File: config.mk
export PLATFORM = sky130hd
export DESIGN_NAME = ialu_front
export DESIGN_NICKNAME = d
export VERILOG_FILES = /design/src/hdl/ialu_pkg.sv /design/src/hdl/ialu_front.sv
export SDC_FILE = /design/constraint.sdc
export NUM_CORES = 1
export LEC_CHECK = 0
export BUFFER_PORTS_ARGS = -buffer_cell sky130_fd_sc_hd__buf_2
export CAP_MARGIN = 5
export CORE_UTILIZATION = 40
export DETAILED_ROUTE_END_ITERATION = 8
export PLACE_DENSITY = 0.61
export SYNTH_ARGS = -nofsm -noshare
export SYNTH_HDL_FRONTEND = slang
export SYNTH_SLANG_ARGS = --single-unit
File: constraint.sdc
create_clock -name clk -period 2.7 [get_ports clk]
set_input_delay 0.27 -clock clk [delete_from_list [all_inputs] [get_ports clk]]
set_output_delay 0.27 -clock clk [all_outputs]
set_load 0.02 [all_outputs]
File: src/hdl/ialu_pkg.sv
// package for the integer alu: operation and status codes, queue entry type
// no dependencies
package ialu_pkg;
	localparam int WIDTH = 32;
	localparam int QDEPTH = 4;
	localparam int QAW = $clog2(QDEPTH);

	typedef enum logic [2:0] {
		FUNC_ADD = 3'd0,
		FUNC_SUB = 3'd1,
		FUNC_MUL = 3'd2,
		FUNC_DIV = 3'd3,
		FUNC_REM = 3'd4
	} func_t;

	typedef enum logic [1:0] {
		ST_OK          = 2'd0,
		ST_RULE        = 2'd1,
		ST_UNSUPPORTED = 2'd2
	} status_t;

	// operation class decided in the front end
	typedef enum logic [1:0] {
		CL_ADDSUB = 2'd0,
		CL_MUL    = 2'd1,
		CL_DIV    = 2'd2,
		CL_NONE   = 2'd3
	} class_t;

	typedef struct packed {
		class_t            cls;
		logic              sub;
		logic              rem;
		logic [1:0]        status;
		logic [WIDTH-1:0]  a;
		logic [WIDTH-1:0]  b;
	} entry_t;
endpackage

File: src/hdl/ialu_front.sv
// front end: accepts items, classifies them, and queues them for the back end
// depends on ialu_pkg
module ialu_front import ialu_pkg::*; (
	input  logic              clk,
	input  logic              arst_n,
	input  logic              in_valid,
	output logic              in_ready,
	input  logic [2:0]        func,
	input  logic [WIDTH-1:0]  operand_a,
	input  logic [WIDTH-1:0]  operand_b,
	output logic              q_valid,
	input  logic              q_ready,
	output entry_t            q_data
);
	entry_t           mem_q [QDEPTH];
	logic [QAW-1:0]   wptr_q, rptr_q;
	logic [QAW:0]     count_q;
	entry_t           ent;
	logic             push, pop;

	// classify the incoming operation
	always_comb begin
		ent = '0;
		ent.a = operand_a;
		ent.b = operand_b;
		ent.status = ST_OK;
		unique case (func) inside
			FUNC_ADD: ent.cls = CL_ADDSUB;
			FUNC_SUB: begin
				ent.cls = CL_ADDSUB;
				ent.sub = 1'b1;
			end
			FUNC_MUL: ent.cls = CL_MUL;
			FUNC_DIV, FUNC_REM: begin
				ent.cls = CL_DIV;
				ent.rem = (func == FUNC_REM);
				if (operand_b == '0) begin
					ent.cls = CL_NONE;
					ent.status = ST_RULE;
				end
			end
			default: begin
				ent.cls = CL_NONE;
				ent.status = ST_UNSUPPORTED;
			end
		endcase
	end

	assign in_ready = (count_q != QDEPTH[QAW:0]);
	assign q_valid = (count_q != '0);
	assign q_data = mem_q[rptr_q];
	assign push = in_valid && in_ready;
	assign pop = q_valid && q_ready;

	// queue storage
	always_ff @(posedge clk) begin
		if (push) mem_q[wptr_q] <= ent;
	end

	// queue pointers
	always_ff @(posedge clk or negedge arst_n) begin
		if (!arst_n) begin
			wptr_q <= '0;
			rptr_q <= '0;
			count_q <= '0;
		end else begin
			if (push) wptr_q <= wptr_q + 1'b1;
			if (pop) rptr_q <= rptr_q + 1'b1;
			count_q <= count_q + {{QAW{1'b0}}, push} - {{QAW{1'b0}}, pop};
		end
	end
endmodule

After elaboration in Yosys (flattened, before gate mapping)
Memory sizes are Yosys's and may differ from the RTL's.
Cells that the tools add are included.
- add/sub/neg operators: 4
- equality and inequality tests: 5
- multiplexer cells: 8
- reduce and logical (&&, ||, !) cells: 8
- operator list (kind ; count):
    $logic_not 32->1 ; 1
    $eq 3x2->1 const B ; 2
    $mux 1 ; 6
    $pmux 2 s3 ; 1
    $add 2x1->2 const B ; 2
    $pmux 2 s2 ; 1
    $reduce_or 2->1 ; 2
    $add 3x1->3 ; 1
    $eq 3x1->1 const B ; 1
    $eq 3x3->1 const B ; 1
    $logic_not 3->1 ; 1
    $ne 3x3->1 const B ; 1
    $reduce_bool 3->1 ; 1
    $reduce_or 3->1 ; 1
    $sub 3x1->3 ; 1
    $logic_and 1x1->1 ; 2
- register bits after elaboration: 7
- memory bits (writable): 280
- bits of input ports: 71
- logic and storage cells: 29
- memories: 1
- memory list (memory ; words ; bits a word ; rd ports ; clocked after Yosys merged registers in ; write ports ; RTL line ; text):
    mem_q ; 4 ; 70 ; 1 ; 0 ; 1 ; ialu_front.sv:15 ; entry_t mem_q [QDEPTH];

Logic depth before layout (Yosys ltp)
Gate-level depths: netlist of the first run.
- word-level depth: 4
- mapped depth: 10
- mapped depth without buffers: 10

Worst setup path after synthesis of the first run
No wires, ideal clock.
- path kind: register -> register
- start point: register count_q[1]
- end point: register count_q[2]
- library setup time: 0.126 ns
- arrival time: 2.197 ns
- required time: 2.574 ns
- path slack: 0.377 ns
- stages on the path, launching flop included: 11
- buffers on the path: 0
- period minus slack after synthesis: 2.323 ns
- path through: dfrtp_1 or3b_4 and2_4 inv_1 ha_1 inv_1 ha_1 inv_1 fa_1 xnor2_1 xnor2_1
- longest elaborated chain between the ends: 4
- ends and longest elaborated chain (what ; RTL line ; text):
    start, declared ; ialu_front.sv:17 ; logic [QAW:0] count_q;
    start signal, assigned ; ialu_front.sv:69 ; count_q <= count_q + {{QAW{1'b0}}, push} - {{QAW{1'b0}}, pop};
    $ne 3x3->1 ; ialu_front.sv:49 ; assign in_ready = (count_q != QDEPTH[QAW:0]);
    via in_ready ; ialu_front.sv:7 ; output logic in_ready,
    $logic_and 1x1->1 ; ialu_front.sv:52 ; assign push = in_valid && in_ready;
    $add 3x1->3 ; ialu_front.sv:69 ;
    $sub 3x1->3 ; ialu_front.sv:69 ;
The timed path passes the listed nets, and every way through them passes these cells.
A chain may end at the register's enable or synchronous reset.

==> metrics.txt, run 1 <==
number of remaining DRC errors 0; VDD IR max 602 µV; Syn. warnings 0; # rows between 50 and 60; Slew Limit Fails 0; Crit. End Element primary output; Fillers 2,051; Clock Pin Slew Worst Setup and Hold Paths 0.06 ns; CP Cell Sequence buf_12 > mux4_2 > buf_2; clock skew roughly 0.0089 ns; setup tns final 0 ns; sequential element share of the synthesized area 0.808; worst flop-to-flop path endpoint count_q[2]$_DFF_PN0_; clock buffer count from CTS 30; Final period util 0.930; die area 27,200 µm²; share of cells above drive strength 1 0.410; Critical Path Start Type flop; Lkg Pwr 0.00465 µW; min cycle time layout 2.51 ns; chip height 165 µm; global-route wire length before repair 31.0 mm; Avg Synthesized Cell Area 25.3 µm²; FF-to-FF setup slack about 0.30 ns; area delta synth->final 26.8%; Overflow after GRT 0; WP data arrival 2.24 ns; die width 165 µm; final setup vio count 0; Mapped Nets 498; Placer Congestion 0.696; GRT Util Overall 0.153; Routed WL just over 20 mm; DP Cell Count 894; DR vias/cell 5.07; commonest non-fill, non-tap cell in the layout edfxtp_1; worst hold margin 0.109 ns; Unique masters post-synth 28; Gate Count Post-Synth 420; root buffer cell clkbuf_16; Netlist Area Pre-Place 10,600 µm²; WL/cell 20.2 µm; required time worst endpoint 2.43 ns; Power Density 1100 nW/µm²; Routed Antenna Nets 0; antenna cells 0; number of nets in the layout roughly 730; run status finished clean; worst setup path category reg -> out; Top-Level Pins 143; Num Clock Sinks approximately 290; H-tree Lvls 1; count of final hold-check violations 0; port bufs 142; biggest cell delay along the critical path 0.68 ns; TritonCTS clock tree built; Final HPWL DP about 12 mm; relative slew slack 0.592; Worst Hold Class in -> async; Fmax between 300 and 400 MHz; Clk Latency, worst-skew pair between 0.5 and 0.6 ns; Worst Reg-to-Reg Cells 10; actual slew at the worst max-slew pin around 0.61 ns; Iter 0 DRT Violations 278; via count 5,139; maximum root-to-sink buffer count 3; Final Non-Filler Cells 1,013; commonest non-fill, non-tap cells in the layout edfxtp_1 (280), buf_2 (142), mux4_2 (70); total power 14,800 µW; vias in the first global route 5,452; max-cap viol count 0; final instance area 13,500 µm²; RR Startpoint count_q[1]$_DFF_PN0_; RSZ-0062 raised after global routing no; CP Max Fanout 21; Yosys reg bits about 290; largest net degree at the start of global routing 60; # Post-CTS Setup Buffers 0; Core Box Area about 26,000 µm²; DP Area between 10,000 and 15,000 µm²; initial antenna violation count 1; DR pass1 iterations 4; crit path max-delay cell type dfrtp_4; Initial Util 0.408
cell usage after synthesis:
cell / count / area [µm²]
nand2_1: 1 / 3.75
and2_4: 1 / 8.76
mux4_2: 70 / 1580
edfxtp_1: 280 / 8410
xor2_1: 1 / 8.76
fa_1: 1 / 20.0
nor4_1: 8 / 50.1
a21o_1: 1 / 7.51
o31ai_1: 1 / 7.51
and3_2: 4 / 30.0
clkbuf_1: 6 / 22.5
or3b_4: 1 / 11.3
nor3b_1: 2 / 15.0
nor3_1: 1 / 5.00
nand4_1: 2 / 12.5
or3_2: 1 / 7.51
and3b_1: 1 / 8.76
nor2_1: 1 / 3.75
o31a_2: 1 / 10.0
buf_4: 6 / 45.0
inv_1: 6 / 22.5
dfrtp_1: 7 / 175
ha_1: 6 / 75.1
xnor2_1: 4 / 35.0
mux2_4: 1 / 15.0
buf_2: 4 / 20.0
mux2i_1: 1 / 10.0
o21a_1: 1 / 7.51
routing by layer:
layer / routed length, µm / vias to the layer above / GRT usage
met4: 414 / 2 / 0.0409
met3: 1160 / 32 / 0.0387
met2: 9990 / 140 / 0.248
met1: 8860 / 2679 / 0.205
li1: - / 2286 / -
met5: 11 / - / 0
final cells by class:
type / count / area [µm²] / area share
Clock buffer: 36 / 795 / 0.0590
Clock inverter: 18 / 143 / 0.0106
Inverter: 6 / 22.5 / 0.00167
Multi-Input combinational cell: 111 / 1940 / 0.144
Sequential cell: 287 / 8590 / 0.638
Tap cell: 335 / 419 / 0.0311
Timing Repair Buffer: 220 / 1560 / 0.116
what timing repair did:
item                                   CTS  global route
endpoints found under the hold margin  261             0
gates resized for setup                  0             0
hold buffers                            65             0
worst max-delay path: cells and delay by family (launching register included):
family	cells	cell delay, ns
DFF	1	0.68
muxes	1	0.55
buffers and inverters	2	0.46
cells by family after synthesis:
group / share of synthesized area
flops: 0.808
compound gates: 0.00306
fa+ha+maj: 0.00895
buf+inv: 0.0104
simple gates: 0.0147
xor+xnor: 0.00412
mux: 0.151
stage by stage:
step | utilization | setup slack, ns
2_1_floorplan | - | 0.377
3_3_place_gp | 0.456 | 0.340
3_5_place_dp | 0.456 | 0.311
4_1_cts | 0.517 | 0.103
5_1_grt | 0.517 | 0.0387
6_report | 0.517 | 0.188
power breakdown:
part | switching [µW] | internal, µW | total [µW]
sequential | 355 | 5890 | 6250
combinational | 2640 | 2010 | 4650
clock | 1590 | 2280 | 3870
flip-flops by register name, indices dropped and copies added (netlist names):
| name | flops |
|---|---|
| count_q | 3 |
| rptr_q | 2 |
| wptr_q | 2 |
| mem_q | 280 |
worst max path at each step:
| stage | start | end | slack (ns) | cells after the start |
|---|---|---|---|---|
| after floorplan | count_q[1]$_DFF_PN0_ | count_q[2]$_DFF_PN0_ | 0.38 | 10 |
| after global placement | count_q[1]$_DFF_PN0_ | count_q[2]$_DFF_PN0_ | 0.34 | 10 |
| after detailed placement | count_q[1]$_DFF_PN0_ | count_q[2]$_DFF_PN0_ | 0.31 | 10 |
| after CTS | rptr_q[0]$_DFFE_PN0P_ | q_data[23] | 0.10 | 3 |
| after global routing | rptr_q[0]$_DFFE_PN0P_ | q_data[23] | 0.04 | 3 |
| final | rptr_q[0]$_DFFE_PN0P_ | q_data[23] | 0.19 | 3 |
No activity file was read; power rests on OpenSTA's default activity.
==> run 2: changes to the inputs <==
--- a/config.mk
+++ b/config.mk
@@ -7,7 +7,9 @@
 export LEC_CHECK = 0
 export BUFFER_PORTS_ARGS = -buffer_cell sky130_fd_sc_hd__buf_2
 export CAP_MARGIN = 5
+export CORE_MARGIN = 1.5
 export CORE_UTILIZATION = 40
+export CTS_BUF_LIST = sky130_fd_sc_hd__clkbuf_4
 export DETAILED_ROUTE_END_ITERATION = 8
 export PLACE_DENSITY = 0.61
 export SYNTH_ARGS = -nofsm -noshare
==> run 2 against run 1 <==
  * Combinational power increased by 4%
  * Total power decreased by 1.2%
  * Largest power group unchanged
  * Setup slack improved by 0.015 ns
  * Sequential cell count unchanged
  * Core utilization increased by 0.34 points
  * Via count increased by 5.4%
  * Routed wire length increased by 3.8%
==> metrics.txt, run 2 (synthesis results as in run 1) <==
Placer Congestion just over 0.7; Worst Reg-to-Reg Cells 10; max-cap viol count 0; clock buffer count from CTS 74; # rows 59; Num Clock Sinks 287; Crit path top cell by count inv_1; antenna cells 0; RR Startpoint count_q[1]$_DFF_PN0_; met3 usage 0.0462; Critical Path Start Type flop; number of remaining DRC errors 0; initial antenna violation count 0; largest registers mem_q x280, count_q x3; port bufs 142; largest net degree at the start of global routing 32; GRT Util Overall 0.160; Iter 0 DRT Violations 350; Core Box Area 26,100 µm²; GRT met2 Usage 0.264; grt met1 use 0.197; vias in the first global route 6,111; number of nets in the layout about 800; Worst Hold Class in -> reg; H-tree Lvls 3; relative slew slack 0.611; root buffer cell clkbuf_4; DR pass1 iterations 6; commonest non-fill, non-tap cells in the layout edfxtp_1 (280), buf_2 (142), clkbuf_4 (101); via count 5,418; worst setup path category reg -> reg; min cycle time layout around 2.5 ns; cell internal pwr ~10000 µW; Routed WL 21.2 mm; most flop-heavy register mem_q; CP Max Fanout 6; crit path max-delay cell type or3b_4; actual slew at the worst max-slew pin 0.583 ns; WL/cell 19.4 µm; biggest cell delay along the critical path 0.46 ns; count of final hold-check violations 0; share of cells above drive strength 1 0.462; Switching Share 0.321; final setup vio count 0; VDD IR max 543 µV; FF-to-FF setup slack between 0.2 and 0.25 ns; clock skew about 0.028 ns; maximum root-to-sink buffer count 3; Fillers about 2,100; required time worst endpoint ~3.2 ns; CP Buf/Inv Count 3; die width 166 µm; global-route wire length before repair approximately 33 mm; Clk Latency, worst-skew pair 0.64 ns; part of the power in registers 0.426; Worst Hold Path Cells 2; Slew Limit Fails 0; worst flop-to-flop path endpoint count_q[2]$_DFF_PN0_; RSZ-0062 raised after global routing no; Comb power frac 0.331; Clock Pin Slew Worst Setup and Hold Paths 0.07 ns; WP data arrival 3.03 ns; run status finished clean; HP Start func[1]; chip height approximately 170 µm; TritonCTS clock tree built; Top delay family on crit path adder cells; Overflow after GRT 0; # resized after CTS 0; cell depth of the worst setup path 10; Top-Level Pins ~140; gr busiest metal met2; CP Cell Sequence or3b_4 > and2_4 > inv_1 > ha_1 > inv_1 > ha_1 > inv_1 > fa_1 > xnor2_1 > xnor2_1; Final HPWL DP approximately 13 mm; DR vias/cell 4.95; Clk pwr share 0.243; Psw 4690 µW; die area 27,500 µm²; Largest register FFs 280; Initial Util 0.408; Power Density 1080 nW/µm²; Lkg Pwr 0.00479 µW; setup tns final 0 ns; Routed Antenna Nets 0; commonest non-fill, non-tap cell in the layout edfxtp_1; Crit. End Element flop; Fmax 401 MHz; Final period util 0.925; area delta synth->final 27.7%; Worst Hold Endpoint mem_q[3][69]$_DFFE_PP_; Layout Utilization 0.520
==> run 2: changes by cell type in the layout (fill, tap and decap cells not counted), moves of 2 or more <==
cell / change
clkbuf_16: -31
buf_12: +2
clkinv_4: -2
clkinv_1: +9
dlygate4sd3_1: +5
clkbuf_4: +101
buf_4: +2
clkbuf_1: -5
==> run 2: how the worst max path moves through the flow <==
stage	endpoint	slack (ns)	from
2_1_floorplan	count_q[2]$_DFF_PN0_	0.38	count_q[1]$_DFF_PN0_
3_3_place_gp	count_q[2]$_DFF_PN0_	0.36	count_q[1]$_DFF_PN0_
3_5_place_dp	count_q[2]$_DFF_PN0_	0.23	count_q[1]$_DFF_PN0_
4_1_cts	q_data[31]	0.15	rptr_q[1]$_DFFE_PN0P_
5_1_grt	count_q[2]$_DFF_PN0_	0.08	count_q[1]$_DFF_PN0_
6_report	count_q[2]$_DFF_PN0_	0.20	count_q[1]$_DFF_PN0_
==> run 2: per-layer routing <==
| layer | wire length, µm | share of wire | vias up |
|---|---|---|---|
| li1 | - | - | 2451 |
| met1 | 8820 | 0.42 | 2776 |
| met3 | 1280 | 0.060 | 27 |
| met2 | 10800 | 0.51 | 164 |
| met4 | 319 | 0.015 | 0 |
| met5 | 0 | 0 | - |
==> run 2: power groups by stage <==
stage	clock network [µW]	logic, µW	registers (µW)
floorplan	0	3250	6120
global placement	0	4630	6370
detailed placement	0	4660	6430
CTS	3680	4960	6240
global route	3910	5180	6300
finish	3550	4830	6210
==> run 2: layout make-up <==
class | count | area, µm² | share of cell area
Sequential cell | 287 | 8590 | 0.634
Multi-Input combinational cell | 111 | 1940 | 0.143
Timing Repair Buffer | 229 | 1660 | 0.123
Clock buffer | 101 | 758 | 0.0559
Tap cell | 335 | 419 | 0.0309
Clock inverter | 26 | 161 | 0.0119
Inverter | 6 | 22.5 | 0.00166
==> run 2: metrics by stage <==
stage	instances	setup slack, ns	hold slack [ns]	power, µW	cell area [µm²]
after detailed placement	896	0.229	0.119	11100	11900
after global routing	1095	0.0831	0.0272	15400	13600
final	1095	0.203	0.0816	14600	13600
after CTS	1095	0.148	0.00644	14900	13600
after floorplan	420	0.377	-0.0256	9370	10600
after global placement	896	0.358	0.107	11000	11900
==> run 2: worst reg2reg max path: cells and delay by family, from the launching register on <==
family,cells,cell delay [ns]
adders and majority gates,3,0.76
and+or+nand+nor,2,0.65
DFF,1,0.44
xor gates and xnor gates,2,0.37
buffers and inverters,3,0.18
==> run 2: timing repair <==
item / 4_1_cts / 5_1_grt
hold buffers: 70 / 0
setup endpoints to repair: 21 / 0
hold endpoints to repair: 274 / 0
setup buffers: 2 / 0
==> run 3: changes to the inputs <==
--- a/config.mk
+++ b/config.mk
@@ -8,10 +8,9 @@
 export BUFFER_PORTS_ARGS = -buffer_cell sky130_fd_sc_hd__buf_2
 export CAP_MARGIN = 5
 export CORE_MARGIN = 1.5
-export CORE_UTILIZATION = 40
-export CTS_BUF_LIST = sky130_fd_sc_hd__clkbuf_4
+export CORE_UTILIZATION = 55
 export DETAILED_ROUTE_END_ITERATION = 8
-export PLACE_DENSITY = 0.61
+export PLACE_DENSITY = 0.79
 export SYNTH_ARGS = -nofsm -noshare
 export SYNTH_HDL_FRONTEND = slang
 export SYNTH_SLANG_ARGS = --single-unit
==> run 3 against run 2 <==
  * Critical path depth did not move
  * Core utilization rose by 19 points
  * Cell area fell by 1.9%
==> metrics.txt, run 3 (synthesis results as in run 1) <==
run status finished clean; Largest register FFs 280; chip height 142 µm; area delta synth->final 25.2%; Top-Level Pins 143; share of cells above drive strength 1 0.408; Layout Utilization 0.706; # rows 50; met3 usage 0.0441; die area 20,200 µm²; number of remaining DRC errors 0; final instance area between 10,000 and 15,000 µm²; RR Startpoint count_q[1]$_DFF_PN0_; actual slew at the worst max-slew pin ~0.53 ns; root buffer cell clkbuf_16; Routed Antenna Nets 0; most flop-heavy register mem_q; Fmax 407 MHz; Slew Limit Fails 0; Crit. End Element flop; Lkg Pwr 0.00460 µW; Placer Congestion a little over 0.8; Overflow after GRT 0; VDD IR max 896 µV; H-tree Lvls 1; Worst Hold Class in -> reg; max-cap viol count 0; crit path launch count_q[1]$_DFF_PN0_; commonest non-fill, non-tap cell in the layout edfxtp_1; GRT met2 Usage 0.338; WP data arrival 2.91 ns; Routed WL 19.8 mm; DP Area approximately 12,000 µm²; clock buffer count from CTS 29; required time worst endpoint 3.15 ns; port bufs 142; count of final hold-check violations 0; CP Max Fanout 6; WL/cell 21.1 µm; GRT Util Overall 0.202; DR vias/cell 5.50; Final period util 0.910; Clk Latency, worst-skew pair 0.54 ns; via count 5,150; TritonCTS clock tree built; clock skew 0.0176 ns; relative slew slack 0.649; FF-to-FF setup slack between 0.2 and 0.25 ns; DR pass1 iterations 6; largest registers mem_q x280, count_q x3; Initial Util 0.564; antenna cells 0; gr busiest metal met2; worst hold margin 0.101 ns; min cycle time layout 2.46 ns; Worst Reg-to-Reg Cells 10; worst flop-to-flop path endpoint count_q[2]$_DFF_PN0_; global-route wire length before repair 30.6 mm; Iter 0 DRT Violations ~270; die width around 140 µm; Power Density 1090 nW/µm²; final setup vio count 0; Core Box Area between 15,000 and 20,000 µm²; maximum root-to-sink buffer count 3; largest net degree at the start of global routing 71; worst setup path category reg -> reg; setup tns final 0 ns; initial antenna violation count 0; RSZ-0062 raised after global routing no; Num Clock Sinks roughly 290; commonest non-fill, non-tap cells in the layout edfxtp_1 (280), buf_2 (142), mux4_2 (70); Worst Setup EP count_q[2]$_DFF_PN0_; Clock Pin Slew Worst Setup and Hold Paths 0.06 ns; Final HPWL DP 11.7 mm; grt met1 use 0.274; number of nets in the layout roughly 730; vias in the first global route 5,651; Fillers between 1,000 and 1,500; Critical Path Start Type flop
==> run 3: changes by cell type in the layout (fill, tap and decap cells not counted), moves of 3 or more <==
cell | before | now
clkbuf_16 | 0 | 29
clkbuf_4 | 101 | 0
buf_12 | 10 | 7
clkinv_1 | 16 | 3
dlygate4sd3_1 | 70 | 65
clkbuf_1 | 0 | 10
clkbuf_8 | 0 | 3
==> run 3: power breakdown <==
part / internal [µW] / switching [µW] / leakage, µW
combinational: 1990 / 2650 / 0.00153
clock: 2070 / 1560 / 0.000420
sequential: 5900 / 333 / 0.00265
==> run 3: how the worst min path moves through the flow <==
stage | slack (ns) | depth (start not counted) | from | to
3_5_place_dp | 0.11 | 1 | arst_n | wptr_q[0]$_DFFE_PN0P_
5_1_grt | 0.09 | 3 | q_ready | rptr_q[0]$_DFFE_PN0P_
2_1_floorplan | -0.03 | 0 | arst_n | count_q[0]$_DFF_PN0_
4_1_cts | 0.08 | 2 | arst_n | wptr_q[0]$_DFFE_PN0P_
6_report | 0.10 | 3 | q_ready | rptr_q[0]$_DFFE_PN0P_
3_3_place_gp | 0.10 | 1 | arst_n | wptr_q[0]$_DFFE_PN0P_
==> run 3: layer usage <==
metal,vias up,share of wire
met5,-,0
met4,0,0.022
met3,37,0.056
met2,170,0.50
met1,2666,0.42
li1,2277,-
==> run 3: final cells by class <==
type                            instances  area, µm²  area share
Sequential cell                       287       8590       0.646
Multi-Input combinational cell        111       1940       0.146
Tap cell                              260        325      0.0245
Clock inverter                         11       63.8     0.00480
Timing Repair Buffer                  220       1550       0.116
Clock buffer                           42        805      0.0605
Inverter                                6       22.5     0.00169
==> run 3: repair_timing <==
item                      4_1_cts  5_1_grt
resized for setup               0        0
hold endpoints to repair      261        0
hold buffers                   65        0
buffers inserted                0        0
==> run 3: worst max-delay path, stage by stage, from the launching register on <==
cell     delay [ns]
dfrtp_1        0.44
or3b_4         0.46
and2_4         0.20
inv_1          0.06
ha_1           0.23
inv_1          0.06
ha_1           0.13
inv_1          0.05
fa_1           0.41
xnor2_1        0.20
xnor2_1        0.15
==> run 3: metrics by stage <==
step	power [µW]	setup slack (ns)	instances
CTS	14700	0.269	937
floorplan	9370	0.377	420
global route	15100	0.164	937
global placement	10800	0.366	819
detailed placement	11000	0.278	819
finish	14500	0.242	937
